`config.mk`:
```
export PLATFORM = sky130hd
export DESIGN_NAME = hpt_fifo
export DESIGN_NICKNAME = d
export VERILOG_FILES = /design/src/design/hpt_fifo.sv
export SDC_FILE = /design/constraint.sdc
export NUM_CORES = 1
export LEC_CHECK = 0
export BUFFER_PORTS_ARGS = -buffer_cell sky130_fd_sc_hd__buf_2
export CAP_MARGIN = 20
export CORE_MARGIN = 3
export CORE_UTILIZATION = 40
export DETAILED_ROUTE_END_ITERATION = 16
export PLACE_DENSITY_LB_ADDON = 0.2
export SLEW_MARGIN = 30
export SYNTH_ARGS = -nofsm -noshare
export SYNTH_HDL_FRONTEND = slang
export SYNTH_SLANG_ARGS = --single-unit
```
`constraint.sdc`:
```
create_clock -name clk -period 3.2 [get_ports clk]
set_input_delay 0.32 -clock clk [delete_from_list [all_inputs] [get_ports clk]]
set_output_delay 0.32 -clock clk [all_outputs]
set_load 0.03 [all_outputs]
```
`src/design/hpt_fifo.sv`:
```
`timescale 1ns / 1ps
`default_nettype none
// ----------------------------------------------------------------------------
// hpt_fifo
// Small register queue with first-word fall-through read.
// ----------------------------------------------------------------------------
module hpt_fifo #(
  parameter int W     = 8,
  parameter int DEPTH = 2
) (
  input  wire logic         clk,
  input  wire logic         rst_n,
  input  wire logic         push,
  input  wire logic [W-1:0] wr_data,
  input  wire logic         pop,
  output logic      [W-1:0] rd_data,
  output logic              full,
  output logic              empty
);

  localparam int AW = (DEPTH > 1) ? $clog2(DEPTH) : 1;
  localparam int CW = $clog2(DEPTH + 1);

  logic [W-1:0]  mem_r [DEPTH];
  logic [AW-1:0] wr_ptr_r;
  logic [AW-1:0] rd_ptr_r;
  logic [CW-1:0] count_r;

  assign full    = (count_r == CW'(DEPTH));
  assign empty   = (count_r == '0);
  assign rd_data = mem_r[rd_ptr_r];

  always_ff @(posedge clk) begin
    if (push) begin
      mem_r[wr_ptr_r] <= wr_data;
    end
  end

  always_ff @(posedge clk) begin
    if (!rst_n) begin
      wr_ptr_r <= '0;
      rd_ptr_r <= '0;
      count_r  <= '0;
    end else begin
      if (push) begin
        wr_ptr_r <= (wr_ptr_r == AW'(DEPTH - 1)) ? '0 : wr_ptr_r + AW'(1);
      end
      if (pop) begin
        rd_ptr_r <= (rd_ptr_r == AW'(DEPTH - 1)) ? '0 : rd_ptr_r + AW'(1);
      end
      if (push && !pop) begin
        count_r <= count_r + CW'(1);
      end else if (pop && !push) begin
        count_r <= count_r - CW'(1);
      end
    end
  end

endmodule
`default_nettype wire

```
==> flow_summary_export.csv, run 1 <==
group,metric,value,unit
sta,worst_slack,1.48,ns
power_and_ir_drop,p_leak,0.380,nW
finish,seq_area,581,um^2
sta,slew_headroom,50.8,%
global_route,antenna_found_initial,0,
finish,stdcell_area,953,um^2
clocking,clk_path_buf_depth,2,
clocking,worst_skew_pair.late_latency,0.29,ns
floorplanning,core,0.00180,mm^2
clocking,root_buffer,"clkbuf_4",
route,drt_wl_total,1200,um
route,drt-pass1-iter-count,2,
global_route,grt_usage,10.8,%
finish,area_delta_synth_final,20.0,%
sta,rsz0062_at_grt,"no",
worst_setup_path,slowest_delay,0.55,ns
worst_setup_path,cp_max_fo,8,
logic_synthesis,netlist_instances,47,
sta,fmax,582,MHz
worst_setup_path,required,2.88,ns
finish,layout.cells.most_common,"buf_2",
worst_setup_path,cpMaxStageDelayCell,"dfxtp_1",
logic_synthesis,synth_top_cell_by_area,"edfxtp_1",
finish,final_core_util,52.9,%
logic_synthesis,ys_warn_count,0,
floorplanning,die_h,50.6,um
global_route,grt_pass1_vias,459,
run,cap_violations,0,
global_route,use_met2,19.8,%
logic_synthesis,syn_nets,60,
floorplanning,initial_core_util,44.1,%
clocking,cts_resized,0,
clocking,path_clk_slew,0.11,ns
global_route,grt_max_degree,13,
global_route,grt_pass1_wl,1990,um
logic_synthesis,ys_seq_area_share,73.1,%
route,num_vias,437,
route,viasPerCell,4.55,
floorplanning,die_area,0.00256,mm^2
clocking,cts_setup_buffers,0,
route,drtAntennaViolNets,0,
global_route,overflow,0,
logic_synthesis,synth_area_leaders,"edfxtp_1 (60%), dfxtp_1 (13%), mux2_2 (11%), and2_1 (3.1%), xor2_1 (2.2%)",
sta,finalSetupViolCount,0,
outcome,status,"finished, final reports clean",
sta,hold_viol,0,
global_route,top_usage_layer,"met2",
placed_design,io_buffers,21,
route,post_drt_wl_per_cell,12.4,um
clocking,tritoncts,"built",
floorplanning,num_rows,15,
placed_design,place_area,926,um^2
logic_synthesis,ys_ff_latch,21,
sta,hold_ws,0.204,ns
sta,min_period,1.72,ns
finish,mostFrequentLayoutCells,"buf_2 (21), edfxtp_1 (16), mux2_2 (8)",
placed_design,place_congestion,0.656,
route,drc,0,
global_route,met1_usage,11.0,%
finish,nets,85,
sta,setup_tns,0,ns
worst_setup_path,critPathLaunchType,"register",
clocking,postCtsHoldBufs,0,
finish,fillers,172,
finish,layout-drive-gt1-share,47.9,%
logic_synthesis,syn-cell-area,795,um^2
route,first_iter_violations,2,
placed_design,dp_hpwl,859,um
clocking,clkSinkCount,21,
finish,diodes,0,
logic_synthesis,synth.avg_cell_area,16.9,um^2
global_route,use_met3,2.97,%
sta,finClkSkew,0.00610,ns
worst_hold_path,hold_class,"in -> reg",
floorplanning,die_w,50.6,um
worst_setup_path,cp.arrival,1.40,ns
placed_design,place_ws,1.75,ns
power_and_ir_drop,irDropWorstVdd,0.000260,V
worst_setup_path,crit_chain,"mux2_2 -> buf_2",
sta,worst_slew_pin_slew,0.736,ns
logic_synthesis,ys_types,16,
sta,slew_viol_final,0,
power_and_ir_drop,powerDensity,561,mW/mm^2
clocking,htreeDepth,1,
clocking,cts-buffers-inserted,3,
worst_setup_path,worst-setup-path-type,"reg -> out",
logic_synthesis,synth.top_cell.area_share,60.5,%
sta,fin_crit_sh,53.7,%
worst_setup_path,setup.worst_path.end_class,"output pin",
floorplanning,ioPinCount,22,
finish,multi_input_area,205,um^2
-- layer usage --
metal,routed length (um),up-vias,share of wire (%)
li1,-,219,-
met1,475,203,40
met2,648,15,54
met3,71,0,5.9
met4,0,0,0
met5,0,-,0
-- worst paths after layout --
check                endpoint        from  slack (ns)  depth (start not counted)
setup reg to reg  mem_r[0][1]    wr_ptr_r        1.93                          1
hold reg to reg    count_r[1]  count_r[1]        0.51                          2
hold / removal    mem_r[0][5]  wr_data[5]        0.20                          1
setup / recovery   rd_data[5]    register        1.48                          2
-- critical path, delay by kind of cell, from the launching register on --
kind / cells / cell delay (ns)
buf+inv: 1 / 0.18
flops: 1 / 0.55
mux: 1 / 0.38
-- cell usage after synthesis --
master,count
dfxtp_1,5
buf_2,1
ha_1,1
a21boi_1,1
nor2_1,1
xor2_1,2
or3_1,1
xnor2_1,1
nor2b_1,2
inv_1,1
edfxtp_1,16
mux2_2,8
and2b_2,1
o21ai_0,1
o21a_1,1
and2_1,4
-- flip-flops by register name (all words and copies together) (netlist names), named ones only --
register / flops
mem_r: 16
count_r: 2
rd_ptr_r: 1
wr_ptr_r: 1
-- where the power goes --
group	internal [mW]	total, mW	switching, mW	leakage [nW]
Combinational	0.0377	0.0921	0.0543	0.171
Sequential	0.312	0.323	0.0109	0.192
Clock	0.0465	0.120	0.0738	0.0177
-- logic make-up (layout without fill, tap and decap cells) --
group	after synthesis	in the layout	synth area share, %
muxes	8	8	11.3
and+or+nand+nor	9	9	7.09
adders and majority gates	1	1	1.57
xor gates and xnor gates	3	3	3.31
AOI/OAI and AO/OA	3	3	2.52
DFF	21	21	73.1
buffers and inverters	2	26	1.10
-- final cells by class --
type	count	area share [%]
sequential	21	60.9
multi-input combinational	24	21.5
timing repair buffer	21	11.0
tap	25	3.28
clock buffer	3	2.36
clock inverter	1	0.525
inverter	1	0.394
-- through the flow --
step	total power, mW	instances
finish	0.535	96
global route	0.564	96
CTS	0.544	96
detailed placement	0.422	92
global placement	0.420	92
floorplan	0.394	47
Power figures use the tool's default switching activity.
==> inputs of run 2 (changes only) <==
--- a/config.mk
+++ b/config.mk
@@ -5,6 +5,7 @@
 export SDC_FILE = /design/constraint.sdc
 export NUM_CORES = 1
 export LEC_CHECK = 0
+export ABC_AREA = 1
 export BUFFER_PORTS_ARGS = -buffer_cell sky130_fd_sc_hd__buf_2
 export CAP_MARGIN = 20
 export CORE_MARGIN = 3
==> constraint.sdc (replaced) <==
create_clock -name clk -period 1.6 [get_ports clk]
set_input_delay 0.16 -clock clk [delete_from_list [all_inputs] [get_ports clk]]
set_output_delay 0.16 -clock clk [all_outputs]
set_load 0.03 [all_outputs]
==> run 2 against run 1 <==
  * Global-route usage is 0.051 points higher
  * Non-clock buffer count is 1 higher
  * Sequential share of layout area is 1.0 points lower
  * Clock-buffer cell count stayed put
==> flow_summary_export.csv, run 2 <==
group,metric,value,unit
outcome,status,"finished, final reports clean",
logic_synthesis,synth_edf_count,16,
worst_setup_path,worst-setup-path-type,"reg -> out",
finish,largestRegisters,"mem_r (16), count_r (2)",
logic_synthesis,synthTopCellsByCount,"edfxtp_1 (16), inv_1 (8), mux2_2 (8), nor2_1 (7), dfxtp_1 (5)",
worst_setup_path,cpMaxStageDelayCell,"dfxtp_2",
sta,setup_tns,0,ns
floorplanning,die_area,0.00259,mm^2
finish,top_register,"mem_r",
global_route,grt_usage,10.8,%
route,drt-pass1-iter-count,4,
logic_synthesis,syn_nets,71,
floorplanning,die_w,50.8,um
clocking,cts_resized,0,
global_route,grt_pass1_wl,2000,um
sta,finClkSkew,0.00596,ns
clocking,postCtsHoldBufs,0,
worst_setup_path,critPathLaunchType,"register",
logic_synthesis,ys_warn_count,0,
clocking,htreeDepth,1,
worst_setup_path,cp_max_fo,8,
floorplanning,die_h,50.8,um
route,viasPerCell,4.51,
worst_setup_path,crit_buf_inv,1,
floorplanning,core,0.00182,mm^2
logic_synthesis,ys_ff_latch,21,
run,cap_violations,0,
clocking,clkSinkCount,21,
floorplanning,num_rows,15,
finish,final_core_util,53.4,%
sta,finalSetupViolCount,0,
finish,nets,97,
finish,mostFrequentLayoutCells,"buf_2 (21), edfxtp_1 (16), inv_1 (8), mux2_2 (8), nor2_1 (7)",
global_route,grt_max_degree,13,
power_and_ir_drop,p_leak,0.416,nW
route,post_drt_wl_per_cell,10.9,um
clocking,clk_path_buf_depth,2,
sta,fin_crit_sh,89.8,%
sta,worst_slew_pin_slew,0.333,ns
sta,slew_headroom,77.8,%
placed_design,io_buffers,21,
placed_design,dp_cells,104,
worst_setup_path,slowest_delay,0.45,ns
global_route,overflow,0,
route,num_vias,487,
clocking,cts_setup_buffers,0,
logic_synthesis,synth_top_cell_by_area,"edfxtp_1",
logic_synthesis,synthFlopType,"edfxtp_1",
floorplanning,initial_core_util,44.2,%
logic_synthesis,ys_types,16,
clocking,worst_skew_pair.late_latency,0.30,ns
logic_synthesis,netlist_instances,58,
clocking,tritoncts,"built",
route,drt_wl_total,1180,um
route,drtAntennaViolNets,0,
route,drc,0,
finish,layout.cells.most_common,"buf_2",
clocking,cts-buffers-inserted,3,
finish,diodes,0,
route,first_iter_violations,5,
worst_setup_path,required,1.44,ns
logic_synthesis,synth.avg_cell_area,13.9,um^2
clocking,root_buffer,"clkbuf_4",
worst_setup_path,setup.worst_path.end_class,"output pin",
worst_hold_path,hold_class,"in -> reg",
worst_setup_path,cp.arrival,1.28,ns
finish,layout-drive-gt1-share,44.6,%
power_and_ir_drop,powerDensity,1100,mW/mm^2
floorplanning,ioPinCount,22,
global_route,antenna_found_initial,0,
finish,fin_cells,108,
logic_synthesis,synth.top_cell.area_share,59.7,%
power_and_ir_drop,power,1.07,mW
sta,hold_viol,0,
logic_synthesis,ys_seq_area_share,72.2,%
worst_setup_path,crit_chain,"mux2_2 -> buf_2",
sta,slew_viol_final,0,
power_and_ir_drop,irDropWorstVdd,0.000531,V
logic_synthesis,syn-cell-area,805,um^2
placed_design,place_congestion,0.671,
sta,fmax,696,MHz
logic_synthesis,async_flop_share,0,%
worst_setup_path,path_delay_family,"flip-flops",
sta,rsz0062_at_grt,"no",
finish,area_delta_synth_final,20.8,%
sta,min_period,1.44,ns
sta,hold_ws,0.0418,ns
global_route,grt_pass1_vias,484,
logic_synthesis,synth_area_leaders,"edfxtp_1 (60%), dfxtp_1 (12%), mux2_2 (11%), inv_1 (3.7%), nor2_1 (3.3%)",
finish,largest_register_ffs,16,
logic_synthesis,yosysMostFrequentCell,"edfxtp_1",
clocking,path_clk_slew,0.11,ns
placed_design,dp_hpwl,888,um
[run 2: cell types whose count changed after synthesis, moves of 2 or more]
cell / before / now
and2_1: 4 / 0
nor2b_1: 2 / 0
nor2_1: 1 / 7
xor2_1: 2 / 0
nand2_1: 0 / 4
inv_1: 1 / 8
[run 2: cell families (layout without fill, tap and decap cells)]
kind of cell / Yosys count / after routing / synth area share (%)
DFF: 21 / 21 / 72.2
and+or+nand+nor: 15 / 15 / 7.93
buffers and inverters: 10 / 35 / 4.82
muxes: 8 / 8 / 11.2
AOI/OAI and AO/OA: 2 / 2 / 1.24
adders and majority gates: 1 / 1 / 1.55
xor gates and xnor gates: 1 / 1 / 1.09
[run 2: area by class of cell]
class / instances / area, um^2
inverters: 9 / 33.8
fillers: 182 / 848
clock buffers: 3 / 22.5
flip-flops and latches: 21 / 582
well taps: 25 / 31.3
repair buffers: 22 / 113
clock inverters: 1 / 5.00
multi-input cells: 27 / 185
[run 2: metal layers]
metal | vias up | wire (um) | track usage, %
met2 | 16 | 573 | 17.6
met1 | 219 | 499 | 12.3
met3 | 5 | 68 | 2.62
met5 | - | 0 | 0
li1 | 247 | - | -
met4 | 0 | 38 | 8.07
[run 2: per-stage QoR]
stage                     instance area [um^2]  setup WS (ns)
final                                      972          0.164
after global routing                       972          0.106
after CTS                                  971         0.0173
after detailed placement                   943          0.367
after global placement                     943          0.369
after floorplan                            805          0.542
[run 2: report_power, final]
| group | internal, mW | switching (mW) |
|---|---|---|
| clock | 0.0932 | 0.151 |
| combinational | 0.0680 | 0.111 |
| sequential | 0.624 | 0.0201 |
[run 2: path summary, 6_finish.rpt]
path | from | endpoint | slack [ns] | depth (start not counted)
setup / recovery | register | rd_data[1] | 0.16 | 2
hold / removal | wr_data[7] | mem_r[0][7] | 0.04 | 1
setup reg to reg | wr_ptr_r | mem_r[1][6] | 0.59 | 2
hold reg to reg | count_r[0] | count_r[0] | 0.53 | 1
